File: src/rtl/bsm_pkg.sv
package bsm_pkg;

	localparam int BSM_WIDTH = 16;

	typedef enum logic [1:0] {
		BOOTH_NONE = 2'd0,
		BOOTH_ADD  = 2'd1,
		BOOTH_SUB  = 2'd2
	} booth_op_t;

	// radix-2 recoding of the current bit and the bit scanned before it
	function automatic booth_op_t booth_op(input logic cur, input logic prev);
		booth_op_t op;
		case ({cur, prev})
			2'b10: begin
				op = BOOTH_SUB;
			end
			2'b01: begin
				op = BOOTH_ADD;
			end
			default: begin
				op = BOOTH_NONE;
			end
		endcase
		return op;
	endfunction

	typedef struct packed {
		logic valid;
		logic load;
	} stage_ctrl_t;

endpackage

File: src/rtl/bsm_booth_stage.sv
module bsm_booth_stage
	import bsm_pkg::*;
#(
	parameter int WIDTH = BSM_WIDTH
) (
	input  logic             clk,
	input  logic             arst_n,
	input  stage_ctrl_t      ctrl,
	input  logic [WIDTH:0]   acc_in,
	input  logic [WIDTH-1:0] q_in,
	input  logic             prev_in,
	input  logic [WIDTH-1:0] mcand_in,
	output logic             valid,
	output logic [WIDTH:0]   acc_out,
	output logic [WIDTH-1:0] q_out,
	output logic             prev_out,
	output logic [WIDTH-1:0] mcand_out
);

	logic             valid_s1;
	logic [WIDTH:0]   acc_s1;
	logic [WIDTH-1:0] q_s1;
	logic             prev_s1;
	logic [WIDTH-1:0] mcand_s1;

	logic [WIDTH:0] mcand_ext;
	logic [WIDTH:0] sum;

	assign mcand_ext = {mcand_in[WIDTH-1], mcand_in};

	always_comb begin
		case (booth_op(q_in[0], prev_in))
			BOOTH_ADD: begin
				sum = acc_in + mcand_ext;
			end
			BOOTH_SUB: begin
				sum = acc_in - mcand_ext;
			end
			default: begin
				sum = acc_in;
			end
		endcase
	end

	always_ff @(posedge clk or negedge arst_n) begin
		if (!arst_n) begin
			valid_s1 <= 1'b0;
		end else if (ctrl.load) begin
			valid_s1 <= ctrl.valid;
		end
	end

	// arithmetic shift right of the accumulator and multiplier pair
	always_ff @(posedge clk) begin
		if (ctrl.load) begin
			acc_s1   <= {sum[WIDTH], sum[WIDTH:1]};
			q_s1     <= {sum[0], q_in[WIDTH-1:1]};
			prev_s1  <= q_in[0];
			mcand_s1 <= mcand_in;
		end
	end

	assign valid     = valid_s1;
	assign acc_out   = acc_s1;
	assign q_out     = q_s1;
	assign prev_out  = prev_s1;
	assign mcand_out = mcand_s1;

endmodule

File: src/rtl/booth_signed_multiplier_unit.sv
// product valid: the item passes through every registered booth stage in order, from the accepting edge
// throughput: one item per cycle while out_stall is low, one booth step per pipeline stage
// stages hold their item under out_stall, empty stages still fill behind
// reset: arst_n asynchronous active low clears all stage valid bits
module booth_signed_multiplier_unit
	import bsm_pkg::*;
#(
	parameter int WIDTH = BSM_WIDTH
) (
	input  logic               clk,
	input  logic               arst_n,
	input  logic               in_valid,
	output logic               in_stall,
	input  logic [WIDTH-1:0]   multiplier,
	input  logic [WIDTH-1:0]   multiplicand,
	output logic               out_valid,
	input  logic               out_stall,
	output logic [2*WIDTH-1:0] product
);

	logic [WIDTH:0]   acc_p   [WIDTH+1];
	logic [WIDTH-1:0] q_p     [WIDTH+1];
	logic             prev_p  [WIDTH+1];
	logic [WIDTH-1:0] mcand_p [WIDTH+1];
	logic             valid_p [WIDTH+1];
	logic             ready_p [WIDTH+1];

	assign acc_p[0]   = '0;
	assign q_p[0]     = multiplier;
	assign prev_p[0]  = 1'b0;
	assign mcand_p[0] = multiplicand;
	assign valid_p[0] = in_valid;

	assign ready_p[WIDTH] = !out_stall;

	for (genvar i = 0; i < WIDTH; i++) begin : g_stage
		stage_ctrl_t ctrl;

		// a stage loads when it is empty or its item moves on
		assign ready_p[i]  = !valid_p[i+1] || ready_p[i+1];
		assign ctrl.valid  = valid_p[i];
		assign ctrl.load   = ready_p[i];

		bsm_booth_stage #(
			.WIDTH(WIDTH)
		) u_stage (
			.clk      (clk),
			.arst_n   (arst_n),
			.ctrl     (ctrl),
			.acc_in   (acc_p[i]),
			.q_in     (q_p[i]),
			.prev_in  (prev_p[i]),
			.mcand_in (mcand_p[i]),
			.valid    (valid_p[i+1]),
			.acc_out  (acc_p[i+1]),
			.q_out    (q_p[i+1]),
			.prev_out (prev_p[i+1]),
			.mcand_out(mcand_p[i+1])
		);
	end

	assign in_stall  = !ready_p[0];
	assign out_valid = valid_p[WIDTH];
	assign product   = {acc_p[WIDTH][WIDTH-1:0], q_p[WIDTH]};

endmodule
File: config.mk
export PLATFORM = sky130hd
export DESIGN_NAME = booth_signed_multiplier_unit
export DESIGN_NICKNAME = d
export VERILOG_FILES = /design/src/rtl/bsm_pkg.sv /design/src/rtl/bsm_booth_stage.sv /design/src/rtl/booth_signed_multiplier_unit.sv
export SDC_FILE = /design/constraint.sdc
export NUM_CORES = 1
export LEC_CHECK = 0
export BUFFER_PORTS_ARGS = -buffer_cell sky130_fd_sc_hd__buf_2
export CAP_MARGIN = 20
export CORE_MARGIN = 5
export CORE_UTILIZATION = 55
export CTS_CLUSTER_SIZE = 25
export DETAILED_ROUTE_END_ITERATION = 8
export GPL_TIMING_DRIVEN = 0
export PLACE_DENSITY = 0.74
export SYNTH_ARGS = -nofsm -noshare
export SYNTH_HDL_FRONTEND = slang
export SYNTH_SLANG_ARGS = --single-unit
File: constraint.sdc
create_clock -name clk -period 6.8 [get_ports clk]
set_input_delay 1.36 -clock clk [delete_from_list [all_inputs] [get_ports clk]]
set_output_delay 1.36 -clock clk [all_outputs]
set_load 0.02 [all_outputs]
# ---- Word level (Yosys, flattened, before mapping)
# Cells that the tools add are included.
dict set report word_totals {
  latch_bits 0
  rom_bits 0
  mem_count 0
  ramBits 0
  reg_bits 783
  inputBits 36
  out_inout_bits 34
}
dict set report classes {
  reduce_logical 34
  eq_ne 62
  n_div 0
  multipliers 0
  n_addsub 31
  muxes 32
  magnitude_cmp 0
  n_shift 0
  bitwise_logic 0
}
# cell count
set ops {}
lappend ops {{$pmux 17 s2} 16}
lappend ops {{$add 16x16->17} 15}
lappend ops {{$sub 16x16->17} 15}
lappend ops {{$eq 2x1->1 const B} 31}
lappend ops {{$eq 2x2->1 const B} 31}
lappend ops {{$pmux 2 s2} 15}
lappend ops {{$logic_not 1->1} 18}
lappend ops {{$sub 1x16->17 const A} 1}
lappend ops {{$logic_or 1x1->1} 16}
lappend ops {{$mux 2} 1}

# ---- Logic depth before layout (Yosys ltp)
dict set report logic_depth {
  ltp_word 18
  mapped_depth 15
}

# ---- Modules after synthesis
# From an unflattened synthesis, not the netlist that was laid out.
dict set report hier_totals {
  cells_unflattened 4021
  hier_area_um2 46082.9
}
# mod cells_per_inst seq_area_each_um2 area_each_um2 instances
set modules_own_cells {}
lappend modules_own_cells {{bsm_booth_stage at g_stage[10].u_stage ...} 250 1496.4 2886.5 10}
lappend modules_own_cells {{bsm_booth_stage at g_stage[7].u_stage ...} 249 1496.4 2825.2 3}
lappend modules_own_cells {{bsm_booth_stage at g_stage[0].u_stage ...} 249 1496.4 2885.3 2}
lappend modules_own_cells {{bsm_booth_stage at g_stage[14].u_stage} 249 1496.4 2819.0 1}
lappend modules_own_cells {booth_signed_multiplier_unit 27 0.0 152.6 1}

# ---- Worst setup path after synthesis
# Ideal clock, no wire load.
dict set report synth_timing {
  kind {input to output}
  start {input port out_stall}
  end {output port in_stall}
  path_slack_ns -0.821
  stages 8
  required_ns 5.440
  arrival_ns 6.261
  path_buffers 0
  cell_sequence {and3_1 inv_1 nor2_1 nand2_1 nor3_1 and3_1 nand4_1 inv_1}
}
# item line
set synth_rtl {}
lappend synth_rtl {{start, declared} booth_signed_multiplier_unit.sv:17} ;# input logic out_stall,
lappend synth_rtl {{end, declared} booth_signed_multiplier_unit.sv:13} ;# output logic in_stall,

==> metrics.txt <==
pin count of the biggest net entering global routing 52; placed cell area 0.0454 mm2; share of the synthesized area in the top cell type 0.531; cell-internal power 14400 uW; crit-path max cell delay 0.60 ns; Ys Warns 0; Die ar. 0.0846 mm2; Layout fillers 6220; crit-path leading delay family simple AND/OR/NAND/NOR gates; Post-CTS Setup Inserts 0; fin crit share 0.895; number of I/O pins 70; Synthesized Nets 4103; Buf/Inv on CP 7; multi-input logic area 0.0187 mm2; RD Place Congestion 0.904; Setup Skew 0.0345 ns; # diodes 0; Worst Hold Endpoint g_stage[14].u_stage.q_out[2]$_DFFE_PP_; FMAX 164 MHz; initial antenna violation count 3; Die W 291 um; Hold Crit Class reg -> reg; CP max stage cell clkinvlp_4; first-pass GRT wire length 147000 um; Chip Height 291 um; row count 103; wire length per cell 17.9 um; CTS tree done; post-place setup slack -0.345 ns; critical path arrival 4.72 ns; post-CTS sizing 0; VDD IR max 248 uV; logic gate share of total power 0.451; outcome complete, no violations; GRT Util Overall 0.210; Initial DRT Pass Iterations 6; Max FO, Critical Path 51; Power Dens Cells 483 mW/mm2; WL final 90600 um; Overflow after GRT 0; Crit. End Element output port; final setup violation count 0; switching part of the total 0.379; Max Cap Violations 0; Worst R2R Path Depth 14; WS Path Type in -> out; NetSw 8810 uW; Via density 5.79; Starting Density 0.552; port buffer count 69; Pleak 0.0188 uW; Final Max Tran Viols 0; Netlist cell types 63; Final Cell Area 0.0481 mm2; Synth area leader edfxtp_1; Final #Nets 4275; area occupied by registers 0.0234 mm2; CTS Buf Count 83; Worst path most repeated cell buf_8; DP HPWL 68000 um; CTS clk-pin slew, worst paths 0.06 ns; Max Root-Sink Buffers 3; worst r2r src g_stage[9].u_stage.mcand_out[5]$_DFFE_PP_; critical-path cell list buf_2 -> and3_1 -> clkinvlp_4 -> nor2_4 -> nand2_8 -> nor3_4 -> and3_1 -> nand4_1 -> buf_8 -> buf_8 -> buf_8 -> inv_1 -> buf_2; Synth Cell Area 0.0434 mm2; vias in the first global route 27800; register-to-register setup slack 2.65 ns; Final Critical Period 6.08 ns; largest cells by area after synthesis edfxtp_1 (53%), ha_1 (7.8%), xnor2_1 (6.7%); Vias 29400; # DRC 0; clk root buf clkbuf_16; Final Total Pwr 23200 uW; Synth async-reset ratio 0.0204; synthesis-to-layout area growth 10.8%; drt initial violations 2642; Worst Path Required 5.44 ns; #FFs+latches synth 783; core footprint 0.0786 mm2; final worst slack 0.715 ns; layout cells sized above 1 0.0898; Hold Vio Cnt, Final 0; count of non-filler cells in the finished layout 5071; hold_buf cts 0; CP startpoint out_stall; crit start category input pin; Mapped Avg Cell Area 11.5 um2; worst hold path startpoint g_stage[13].u_stage.q_out[3]$_DFFE_PP_; Clock Sinks 783; Main synth FF type edfxtp_1; actual slew at the worst max-slew pin 0.880 ns; Slew headroom 0.408; post-route ant nets 0; Post-Synthesis Cells 3781; placed insts 4915; Clock Latency Late Sink 0.63 ns; CTS H-tree lvls 3; Seq pwr share 0.362; Clock power frac 0.187; unrepaired setup endpoints after global routing false; EDFF count, synth 767; post-synthesis sequential area ratio 0.540; Reg2Reg Capture Point g_stage[10].u_stage.acc_out[15]$_DFFE_PP_; Cells on Worst Hold Path 0
power by group through the flow:
stage | Combinational, uW | Sequential [uW] | Clock [uW]
global placement | 10100 | 8500 | 0
CTS | 10400 | 8430 | 4440
global route | 11700 | 8560 | 4660
floorplan | 8260 | 8080 | 0
finish | 10500 | 8410 | 4340
detailed placement | 10300 | 8520 | 0
metal layers:
layer	GRT usage	wire length, um
met1	0.300	40600
met2	0.343	42900
met3	0.0302	4950
met4	0.0522	2070
met5	0	13
state kept, by name, indices dropped and copies added (netlist names):
register and flops:
g_stage.u_stage.mcand_out 240, g_stage.u_stage.q_out 256, g_stage.u_stage.prev_out 15, g_stage.u_stage.valid 16
g_stage.u_stage.acc_out 256
cell type report:
| class | instances | share of cell area |
|---|---|---|
| buffer | 116 | 0.0112 |
| timing repair inverter | 1 | 0.000104 |
| clock buffer | 100 | 0.0465 |
| clock inverter | 53 | 0.00838 |
| timing repair buffer | 86 | 0.0143 |
| multi-input combinational | 2687 | 0.390 |
| tap | 1050 | 0.0273 |
| sequential | 783 | 0.487 |
| inverter | 195 | 0.0153 |
cells in the final DEF (no fill, tap or decap), types with 13 or more instances in the layout:
master / instances
a211oi_1: 28
inv_1: 190
and3_1: 30
fa_1: 15
xor2_1: 86
mux2_2: 44
nor2b_1: 30
a21o_1: 95
o21ai_0: 274
nand2_1: 299
edfxtp_1: 767
a41oi_1: 14
ha_1: 271
xnor2_1: 331
mux2i_1: 42
nand4_1: 14
a31oi_1: 62
clkbuf_16: 86
o211ai_1: 30
clkbuf_1: 91
buf_4: 24
and2_1: 25
nand3_1: 39
nor4_1: 53
nor2_1: 296
nor3_1: 81
nand2b_1: 46
a21oi_1: 252
clkinv_2: 20
dfrtp_1: 16
o31ai_1: 42
o21a_1: 36
buf_2: 81
clkinv_1: 13
Yosys cell counts, drive strengths merged, types with 42 or more instances:
cell type	instances
xnor2	331
nand3	42
ha	271
mux2i	42
nand2	304
mux2	44
edfxtp	767
nor3	82
nor4	55
nand2b	46
a21oi	253
xor2	86
a31oi	62
inv	195
o21ai	275
a21o	95
nor2	297
o31ai	42
clkbuf	80
cell families (layout without fill, tap and decap cells):
group	after synthesis	after routing	synth area share
muxes	86	86	0.0211
buffers and inverters	311	551	0.0293
AOI/OAI and AO/OA	924	924	0.133
and+or+nand+nor	974	974	0.107
DFF	783	783	0.540
xor gates and xnor gates	417	417	0.0842
adders and majority gates	286	286	0.0851
per-stage QoR:
stage,utilization,hold WS [ns],TNS (ns)
final,0.612,0.406,0
after detailed placement,0.578,0.405,-0.345
after global placement,0.574,0.401,-10.78
after global routing,0.612,0.413,0
after CTS,0.611,0.401,0
after floorplan,-,0.400,0
worst max-delay path by stage:
stage                to  slack, ns  depth (start not counted)
4_1_cts        in_stall       0.04                         12
3_5_place_dp   in_stall      -0.34                         12
3_3_place_gp   in_stall      -1.08                         10
6_report       in_stall       0.72                         13
5_1_grt        in_stall       0.38                         13
2_1_floorplan  in_stall       0.04                          8
Note: power is estimated with default switching activity, not from simulation.
